<file path="src/hw/rtl/blnd_pkg.sv">
// Types, codes and constants of the blend unit.
package blnd_pkg;

  localparam int DIV_BITS = 28;
  localparam int DEN_BITS = 16;
  localparam int RES_BITS = 29;

  localparam logic signed [17:0] FX_ONE  = 18'sd4096;
  localparam logic signed [17:0] FX_HALF = 18'sd2048;

  localparam logic [3:0] MODE_PASS    = 4'd0;
  localparam logic [3:0] MODE_ADD     = 4'd1;
  localparam logic [3:0] MODE_SUB     = 4'd2;
  localparam logic [3:0] MODE_MUL     = 4'd3;
  localparam logic [3:0] MODE_DIV     = 4'd4;
  localparam logic [3:0] MODE_SCREEN  = 4'd5;
  localparam logic [3:0] MODE_OVERLAY = 4'd6;
  localparam logic [3:0] MODE_DODGE   = 4'd7;
  localparam logic [3:0] MODE_BURN    = 4'd8;
  localparam logic [3:0] MODE_MIN     = 4'd9;
  localparam logic [3:0] MODE_MAX     = 4'd10;
  localparam logic [3:0] MODE_DIFF    = 4'd11;
  localparam logic [3:0] MODE_EXCL    = 4'd12;

  // How the last stage forms the result.
  typedef enum logic [2:0] {
    K_DIRECT = 3'd0,
    K_QUOT   = 3'd1,
    K_BURN   = 3'd2,
    K_P12    = 3'd3,
    K_SCR    = 3'd4,
    K_OVL_LO = 3'd5,
    K_OVL_HI = 3'd6,
    K_EXCL   = 3'd7
  } kind_t;

  typedef struct packed {
    kind_t                 kind;
    logic                  sign;
    logic [DIV_BITS-1:0]   num;
    logic [DEN_BITS-1:0]   rem;
    logic [DIV_BITS-1:0]   quo;
    logic [DEN_BITS-1:0]   den;
    logic [31:0]           prod;
    logic [RES_BITS-1:0]   alt;
  } tok_t;

  function automatic logic [RES_BITS-1:0] sx18(logic [17:0] v);
    return {{(RES_BITS-18){v[17]}}, v};
  endfunction

endpackage

</file>
<file path="src/hw/rtl/blnd_chan_if.sv">
// Channel interfaces: operand input, result output and mode register write.
interface blnd_in_if;
  logic               valid;
  logic               ready;
  logic signed [15:0] operand_a;
  logic signed [15:0] operand_b;
  modport source (output valid, output operand_a, output operand_b, input ready);
  modport sink   (input valid, input operand_a, input operand_b, output ready);
endinterface

interface blnd_out_if;
  logic               valid;
  logic               ready;
  logic signed [28:0] blended;
  modport source (output valid, output blended, input ready);
  modport sink   (input valid, input blended, output ready);
endinterface

interface blnd_cfg_if;
  logic       valid;
  logic       ready;
  logic [3:0] data;
  modport source (output valid, output data, input ready);
  modport sink   (input valid, input data, output ready);
endinterface

</file>
<file path="src/hw/rtl/fixed_point_blend_mode_unit.sv">
// Top level of the fixed-point blend unit.
// Takes one operand pair per cycle unless the output stalls, and returns one result
// of 29 bits per item: one entry stage (mode decode and the shared 18x18 multiplier),
// a row of 28 division cells, one quotient bit each, and one output register. Every
// item runs the full row whatever its mode, so results leave in order. The whole
// pipeline advances whenever the output register is empty or being read, so a stalled
// result holds everything behind it. The mode register takes a write in any cycle.
module fixed_point_blend_mode_unit import blnd_pkg::*; (
  input  logic        clk,
  input  logic        rst_n,
  blnd_in_if.sink     in_ch,
  blnd_out_if.source  out_ch,
  blnd_cfg_if.sink    cfg_ch
);

  logic [3:0] mode_r;
  logic       en;
  logic       vld [0:DIV_BITS];
  tok_t       tok [0:DIV_BITS];
  logic       out_vld;
  logic [RES_BITS-1:0] out_res;

  assign en = !out_vld || out_ch.ready;
  assign in_ch.ready = en;
  assign cfg_ch.ready = 1'b1;
  assign out_ch.valid = out_vld;
  assign out_ch.blended = out_res;

  always_ff @(posedge clk) begin
    if (!rst_n) begin
      mode_r <= MODE_PASS;
    end else if (cfg_ch.valid) begin
      mode_r <= cfg_ch.data;
    end
  end

  blnd_prep u_prep (
    .clk    (clk),
    .rst_n  (rst_n),
    .en     (en),
    .in_vld (in_ch.valid),
    .mode   (mode_r),
    .a      (in_ch.operand_a),
    .b      (in_ch.operand_b),
    .vld_r  (vld[0]),
    .tok_r  (tok[0])
  );

  for (genvar i = 0; i < DIV_BITS; i++) begin : g_cell
    blnd_div_cell u_cell (
      .clk    (clk),
      .rst_n  (rst_n),
      .en     (en),
      .in_vld (vld[i]),
      .in_tok (tok[i]),
      .vld_r  (vld[i+1]),
      .tok_r  (tok[i+1])
    );
  end

  blnd_post u_post (
    .clk    (clk),
    .rst_n  (rst_n),
    .en     (en),
    .in_vld (vld[DIV_BITS]),
    .in_tok (tok[DIV_BITS]),
    .vld_r  (out_vld),
    .res_r  (out_res)
  );

endmodule

</file>
<file path="src/hw/rtl/blnd_prep.sv">
// Entry stage: decodes the mode, runs the multiplier, sets up the division.
module blnd_prep import blnd_pkg::*; (
  input  logic               clk,
  input  logic               rst_n,
  input  logic               en,
  input  logic               in_vld,
  input  logic [3:0]         mode,
  input  logic signed [15:0] a,
  input  logic signed [15:0] b,
  output logic               vld_r,
  output tok_t               tok_r
);

  logic signed [17:0] ea, eb, mx, my, nb, dv;
  logic [17:0]        nmag, dmag;
  logic signed [35:0] p36;
  tok_t               tok_nxt;
  logic               vld_nxt;

  always_comb begin
    ea = {{2{a[15]}}, a};
    eb = {{2{b[15]}}, b};
    mx = ea;
    my = eb;
    nb = ea;
    dv = eb;
    tok_nxt = '0;
    tok_nxt.kind = K_DIRECT;
    tok_nxt.alt = sx18(ea);
    case (mode)
      MODE_ADD: tok_nxt.alt = sx18(ea + eb);
      MODE_SUB: tok_nxt.alt = sx18(ea - eb);
      MODE_MUL: tok_nxt.kind = K_P12;
      MODE_DIV: begin
        if (eb == 18'sd0) tok_nxt.alt = sx18(FX_ONE);
        else tok_nxt.kind = K_QUOT;
      end
      MODE_SCREEN: begin
        mx = FX_ONE - ea;
        my = FX_ONE - eb;
        tok_nxt.kind = K_SCR;
      end
      MODE_OVERLAY: begin
        if (eb < FX_HALF) begin
          tok_nxt.kind = K_OVL_LO;
        end else begin
          mx = FX_ONE - ea;
          my = FX_ONE - eb;
          tok_nxt.kind = K_OVL_HI;
        end
      end
      MODE_DODGE: begin
        nb = eb;
        dv = FX_ONE - ea;
        if (ea == FX_ONE) tok_nxt.alt = sx18(FX_ONE);
        else tok_nxt.kind = K_QUOT;
      end
      MODE_BURN: begin
        nb = FX_ONE - eb;
        dv = ea;
        if (ea == 18'sd0) tok_nxt.alt = '0;
        else tok_nxt.kind = K_BURN;
      end
      MODE_MIN:  tok_nxt.alt = sx18((ea < eb) ? ea : eb);
      MODE_MAX:  tok_nxt.alt = sx18((ea > eb) ? ea : eb);
      MODE_DIFF: tok_nxt.alt = sx18((eb < ea) ? (ea - eb) : (eb - ea));
      MODE_EXCL: begin
        tok_nxt.kind = K_EXCL;
        tok_nxt.alt = sx18(ea + eb);
      end
      default: tok_nxt.alt = sx18(ea);
    endcase
    // magnitudes stay below 2^16, so the dividend fits 28 bits
    nmag = nb[17] ? 18'(-nb) : nb;
    dmag = dv[17] ? 18'(-dv) : dv;
    tok_nxt.num = {nmag[15:0], 12'b0};
    tok_nxt.den = dmag[DEN_BITS-1:0];
    tok_nxt.sign = nb[17] ^ dv[17];
    p36 = mx * my;
    tok_nxt.prod = p36[31:0];
    vld_nxt = in_vld;
  end

  always_ff @(posedge clk) begin
    if (!rst_n) begin
      vld_r <= 1'b0;
    end else if (en) begin
      vld_r <= vld_nxt;
    end
  end

  always_ff @(posedge clk) begin
    if (en) begin
      tok_r <= tok_nxt;
    end
  end

endmodule

</file>
<file path="src/hw/rtl/blnd_div_cell.sv">
// One restoring-division cell: produces one quotient bit per item.
module blnd_div_cell import blnd_pkg::*; (
  input  logic clk,
  input  logic rst_n,
  input  logic en,
  input  logic in_vld,
  input  tok_t in_tok,
  output logic vld_r,
  output tok_t tok_r
);

  logic [DEN_BITS:0]   rem_sh;
  logic [DEN_BITS+1:0] diff;
  logic                qbit;
  tok_t                tok_nxt;

  always_comb begin
    rem_sh = {in_tok.rem, in_tok.num[DIV_BITS-1]};
    diff = {1'b0, rem_sh} - {2'b0, in_tok.den};
    qbit = !diff[DEN_BITS+1];
    tok_nxt = in_tok;
    tok_nxt.rem = qbit ? diff[DEN_BITS-1:0] : rem_sh[DEN_BITS-1:0];
    tok_nxt.num = {in_tok.num[DIV_BITS-2:0], 1'b0};
    tok_nxt.quo = {in_tok.quo[DIV_BITS-2:0], qbit};
  end

  always_ff @(posedge clk) begin
    if (!rst_n) begin
      vld_r <= 1'b0;
    end else if (en) begin
      vld_r <= in_vld;
    end
  end

  always_ff @(posedge clk) begin
    if (en) begin
      tok_r <= tok_nxt;
    end
  end

endmodule

</file>
<file path="src/hw/rtl/blnd_post.sv">
// Output stage: scales the product, signs the quotient, holds the result.
module blnd_post import blnd_pkg::*; (
  input  logic                clk,
  input  logic                rst_n,
  input  logic                en,
  input  logic                in_vld,
  input  tok_t                in_tok,
  output logic                vld_r,
  output logic [RES_BITS-1:0] res_r
);

  logic signed [31:0]  ps, r12, r11, q12, q11;
  logic [RES_BITS-1:0] qu, qs, one29, res_nxt;

  always_comb begin
    ps = $signed(in_tok.prod);
    // bias negatives so the shift truncates toward zero
    r12 = ps + (ps[31] ? 32'sd4095 : 32'sd0);
    r11 = ps + (ps[31] ? 32'sd2047 : 32'sd0);
    q12 = r12 >>> 12;
    q11 = r11 >>> 11;
    qu = {1'b0, in_tok.quo};
    qs = in_tok.sign ? (~qu + 1'b1) : qu;
    one29 = sx18(FX_ONE);
    case (in_tok.kind)
      K_DIRECT: res_nxt = in_tok.alt;
      K_QUOT:   res_nxt = qs;
      K_BURN:   res_nxt = one29 - qs;
      K_P12:    res_nxt = q12[RES_BITS-1:0];
      K_SCR:    res_nxt = one29 - q12[RES_BITS-1:0];
      K_OVL_LO: res_nxt = q11[RES_BITS-1:0];
      K_OVL_HI: res_nxt = one29 - q11[RES_BITS-1:0];
      K_EXCL:   res_nxt = in_tok.alt - q11[RES_BITS-1:0];
      default:  res_nxt = in_tok.alt;
    endcase
  end

  always_ff @(posedge clk) begin
    if (!rst_n) begin
      vld_r <= 1'b0;
    end else if (en) begin
      vld_r <= in_vld;
    end
  end

  always_ff @(posedge clk) begin
    if (en) begin
      res_r <= res_nxt;
    end
  end

endmodule

</file>
<file path="src/flat_wrapper.sv">
// flat-port wrapper written by rule: the top's interface ports become plain ports
module fixed_point_blend_mode_unit_flat import blnd_pkg::*;
  (clk, rst_n, in_ch_valid, in_ch_operand_a, in_ch_operand_b, in_ch_ready, out_ch_valid, out_ch_blended, out_ch_ready, cfg_ch_valid, cfg_ch_data, cfg_ch_ready);
  blnd_in_if in_ch_i ();
  blnd_out_if out_ch_i ();
  blnd_cfg_if cfg_ch_i ();
  input  logic clk;
  input  logic rst_n;
  input wire logic [$bits(in_ch_i.valid)-1:0] in_ch_valid;
  input wire logic [$bits(in_ch_i.operand_a)-1:0] in_ch_operand_a;
  input wire logic [$bits(in_ch_i.operand_b)-1:0] in_ch_operand_b;
  output wire logic [$bits(in_ch_i.ready)-1:0] in_ch_ready;
  output wire logic [$bits(out_ch_i.valid)-1:0] out_ch_valid;
  output wire logic [$bits(out_ch_i.blended)-1:0] out_ch_blended;
  input wire logic [$bits(out_ch_i.ready)-1:0] out_ch_ready;
  input wire logic [$bits(cfg_ch_i.valid)-1:0] cfg_ch_valid;
  input wire logic [$bits(cfg_ch_i.data)-1:0] cfg_ch_data;
  output wire logic [$bits(cfg_ch_i.ready)-1:0] cfg_ch_ready;
  assign in_ch_i.valid = in_ch_valid;
  assign in_ch_i.operand_a = in_ch_operand_a;
  assign in_ch_i.operand_b = in_ch_operand_b;
  assign in_ch_ready = in_ch_i.ready;
  assign out_ch_valid = out_ch_i.valid;
  assign out_ch_blended = out_ch_i.blended;
  assign out_ch_i.ready = out_ch_ready;
  assign cfg_ch_i.valid = cfg_ch_valid;
  assign cfg_ch_i.data = cfg_ch_data;
  assign cfg_ch_ready = cfg_ch_i.ready;
  fixed_point_blend_mode_unit u_core (.clk(clk), .rst_n(rst_n), .in_ch(in_ch_i), .out_ch(out_ch_i), .cfg_ch(cfg_ch_i));
endmodule
</file>
<file path="config.mk">
export PLATFORM = sky130hd
export DESIGN_NAME = fixed_point_blend_mode_unit_flat
export DESIGN_NICKNAME = d
export VERILOG_FILES = /design/src/hw/rtl/blnd_pkg.sv /design/src/hw/rtl/blnd_chan_if.sv /design/src/hw/rtl/fixed_point_blend_mode_unit.sv /design/src/hw/rtl/blnd_prep.sv /design/src/hw/rtl/blnd_div_cell.sv /design/src/hw/rtl/blnd_post.sv /design/src/flat_wrapper.sv
export SDC_FILE = /design/constraint.sdc
export NUM_CORES = 2
export LEC_CHECK = 0
export BUFFER_PORTS_ARGS = -buffer_cell sky130_fd_sc_hd__clkbuf_2
export CORE_MARGIN = 2
export CORE_UTILIZATION = 40
export CTS_CLUSTER_SIZE = 14
export DETAILED_ROUTE_END_ITERATION = 8
export GPL_ROUTABILITY_DRIVEN = 0
export PLACE_DENSITY = 0.55
export REMOVE_ABC_BUFFERS = 1
export SLEW_MARGIN = 5
export SYNTH_ARGS = -nofsm -noshare
export SYNTH_HDL_FRONTEND = slang
export SYNTH_SLANG_ARGS = --single-unit
export TNS_END_PERCENT = 30
</file>
<file path="constraint.sdc">
create_clock -name clk -period 217.5 [get_ports clk]
set_input_delay 0 -clock clk [delete_from_list [all_inputs] [get_ports clk]]
set_output_delay 0 -clock clk [all_outputs]
set_load 0.02 [all_outputs]
</file>
==> results by group <==
Timing
  – Slew at the pin with the worst max-slew slack: 1.373 ns
  – Post-route setup slack: 207.51 ns
  – Max frequency: 100.1 MHz
  – RSZ-0062 raised after global routing: false
  – Number of pins with negative max-slew slack in the final report: 0
  – Rel. slew slack: 7.784%
  – Share of the clock period used by the worst path: 4.595%
  – Final period demand of the worst path: 9.995 ns
  – Post-Route Setup TNS: 0 ns
  – Post-route clock skew: 0.06997 ns
  – Setup-violating endpoint count in the final report: 0
  – WHS: 0.1256 ns
  – Fin. Hold Viols: 0

Layout
  – Number of inserted filler cells in the final layout: 29.66k
  – Synthesis-to-layout area growth: 11.99%
  – Footprint of the multi-input gates: 41750 um^2
  – Post-layout nets: 10.79k
  – Post-route core utilization: 45.04%
  – Share of final-layout standard cells stronger than drive strength 1: 9.890%
  – Most used cells in the layout excluding fill and tap cells: 2988 x edfxtp_1, 1009 x inv_1, 648 x nand2_1
  – Most common cell after layout, fill and taps aside: edfxtp_1
  – Area taken by flip-flops and latches: 90410 um^2

Logic synthesis
  – Async S/R FF share, synth: 0%
  – Count of flip-flops with a built-in enable after synthesis: 2988
  – Synthesis-stage register bit count: 3022
  – Post-synthesis cell type count: 119
  – Synthesized instance count: 9512
  – Most used DFF post-synth: edfxtp_1
  – Post-synthesis instance area: 136600 um^2
  – Post-synthesis cell type with the largest combined area: edfxtp_1
  – Per-instance average area after synthesis: 14.37 um^2
  – Fraction of synthesized cell area taken by the top area cell type: 65.66%
  – Yosys warning count: 0
  – Fraction of the yosys area taken by sequential cells: 66.16%
  – Cell types with the largest area share after synthesis: edfxtp_1 66%, ha_1 5.5%, fa_1 4.7%

Global routing
  – Via count of the first global-routing pass: 75.66k
  – Largest net degree at the start of global routing: 207
  – GRT Util Overall: 13.67%
  – First-pass GRT wire length: 388.5 mm
  – Aggregate global routing overflow: 0
  – Initial antenna violation count: 3

Critical path
  – Launching point of the worst reg2reg path: u_core.mode_r[1]
  – Logic depth of the worst setup path including buffers: 26
  – Worst setup SP type: flop
  – Bufs and invs on worst path: 3
  – Most frequent cell on the critical path: fa_1
  – Required time worst endpoint: 218.04 ns
  – Number of cell instances on the worst register-to-register path: 26
  – Worst reg2reg setup slack: 207.51 ns
  – Endpoint of the most critical setup path: u_core.u_prep.tok_r[60]
  – Category of cells accounting for the largest share of critical-path delay: adder cells
  – Critical register-to-register path endpoint: u_core.u_prep.tok_r[60]
  – Largest stage delay on the critical path: 1.12 ns
  – Worst-path cell with the longest stage delay: xnor2_1
  – Critical setup path kind: reg2reg
  – Arr. time, crit path: 10.54 ns
  – Kind of capture point of the worst setup path: flop
  – Startpoint of the most critical setup path: u_core.mode_r[1]
  – Crit Path Max Fanout: 28

Power and ir drop
  – Worst IR drop on VDD: 0.00002984 V
  – Power Density: 16.03 nW/um^2
  – Leakage component of the power: 59.40 nW

Placement
  – Port bufs: 71
  – Pre-CTS setup slack: 207.55 ns
  – Placed wire-length estimate: 166.2 mm

Floorplan
  – Initial cell density of the core: 40.22%
  – Placeable core area: 339800 um^2
  – Die boundary width: 588.5 um
  – Chip Height: 588.5 um
  – Die Footprint: 346300 um^2
  – Standard-cell row count: 214
  – I/O pins: 73

Clocking
  – Root cell of the clock tree: clkbuf_16
  – Clock edge transition at the registers on the reported setup and hold paths: 0.06 ns
  – Buffers inserted by post-CTS timing repair: 0
  – Clock H-tree levels: 5
  – Clock sink count: 3022
  – TritonCTS Buffers: 312
  – Maximum root-to-sink buffer count: 4
  – CTS tree: built
  – Later-pin clock latency in the skew report: 0.89 ns

Drt
  – Detail-routed via count per cell: 5.025
  – TritonRoute pass-1 iters: 9
  – # DRC: 0
  – Average wire per standard cell: 16.47 um
  – Routed wire length: 240.6 mm
  – Total via count in the routed design: 73.41k
  – Antenna-violating nets left: 0
  – Drt initial violations: 5382

Hold path
  – Number of cells on the worst hold path: 4
  – Worst Hold Class: in2reg

Run status
  – Result of the run: finished clean

Run
  – Max-cap violation count: 0
[final cells by class]
cell class	count	share of cell area, %
clock buffer	389	5.353
clock inverter	164	1.057
sequential	3022	59.08
timing repair buffer	204	1.032
inverter	1010	2.482
multi-input combinational	5282	27.28
tap	4536	3.709
antenna	2	0.003271
[report_power, final]
group / leakage (nW) / switching, mW / internal, mW
registers: 31.8 / 0.0725 / 0.924
logic: 22.9 / 0.518 / 0.431
clock network: 4.78 / 0.212 / 0.296
total: 59.4 / 0.802 / 1.65
[worst reg2reg max path: stages (launching register included)]
cell and delay, ns:
dfxtp_1 0.84, nor2b_1 0.25, nor3b_1 0.30, o21a_1 0.84
nand2_1 0.24, xnor2_1 1.12, nand2_1 0.21, fa_1 0.55
fa_1 0.51, inv_1 0.04, ha_1 0.26, inv_1 0.05
fa_1 0.50, fa_1 0.51, fa_1 0.50, inv_1 0.04
ha_1 0.33, o21a_1 0.20, o21a_1 0.16, o21ai_0 0.33
a221oi_1 0.35, o311ai_0 0.56, nand2_1 0.19, and4_1 0.24
o31a_1 0.25, o21ai_0 0.23, xnor2_1 0.10
[sequential cells by signal, indices dropped and copies added, names as in the netlist]
| name | count |
|---|---|
| u_core.u_prep.vld_r | 1 |
| u_core.u_post.res_r | 29 |
| u_core.g_cell.u_cell.vld_r | 28 |
| u_core.u_post.vld_r | 1 |
| u_core.mode_r | 4 |
| u_core.g_cell.u_cell.tok_r | 2874 |
| u_core.u_prep.tok_r | 85 |
[metrics by stage]
stage               std cells  total power, mW  area [um^2]
finish                  14609            2.454       153000
global route            14609            2.636       153000
CTS                     14607            2.480       153000
detailed placement      13999            1.956       142600
global placement        13999            1.924       142600
floorplan                9314            1.704       135800
[cell families (layout without fill, tap and decap cells)]
group	after synthesis	after routing	share of synthesized area [%]
AO/OA/AOI/OAI	1409	1409	6.917
XOR/XNOR	504	504	3.241
adder cells (fa/ha/maj)	917	917	10.15
buffers and inverters	1214	1767	3.386
flip-flops	3022	3022	66.16
multiplexers	366	366	2.946
other	2	10	0.005496
AND/OR/NAND/NOR	2078	2078	7.190
[layer usage]
| metal | wire length, um | vias to the layer above | GRT usage, % |
|---|---|---|---|
| met3 | 11650 | 692 | 2.104 |
| met4 | 12680 | 0 | 7.168 |
| met5 | 0 | - | 0 |
| met1 | 94800 | 35699 | 16.12 |
| li1 | - | 35214 | - |
| met2 | 121400 | 1800 | 24.07 |
[synth_stat cells (117+ instances only)]
library cell and number:
xnor2_1 375, nor2_1 561, fa_1 320, inv_1 1010
nor3_1 193, nand3_1 117, nor2b_1 119, ha_1 597
clkbuf_1 156, mux2_2 289, xor2_1 127, nand2_1 648
a21oi_1 316, edfxtp_1 2988, o21ai_0 310
[timing repair]
action | CTS | global route
hold buffers | 55 | 0
resized for setup | 0 | 0
endpoints found under the hold margin | 57 | 0
[worst min path at each step]
stage / startpoint / end / slack, ns
floorplan: rst_n / u_core.u_post.vld_r / 0.12
global placement: in_ch_valid / u_core.u_prep.vld_r / 0.24
detailed placement: in_ch_valid / u_core.u_prep.vld_r / 0.25
CTS: in_ch_operand_b[15] / u_core.u_prep.tok_r[63] / 0.003
global route: in_ch_operand_b[8] / u_core.u_prep.tok_r[69] / 0.05
finish: in_ch_operand_b[10] / u_core.u_prep.tok_r[10] / 0.13
No activity file was read; power rests on OpenSTA's default activity.
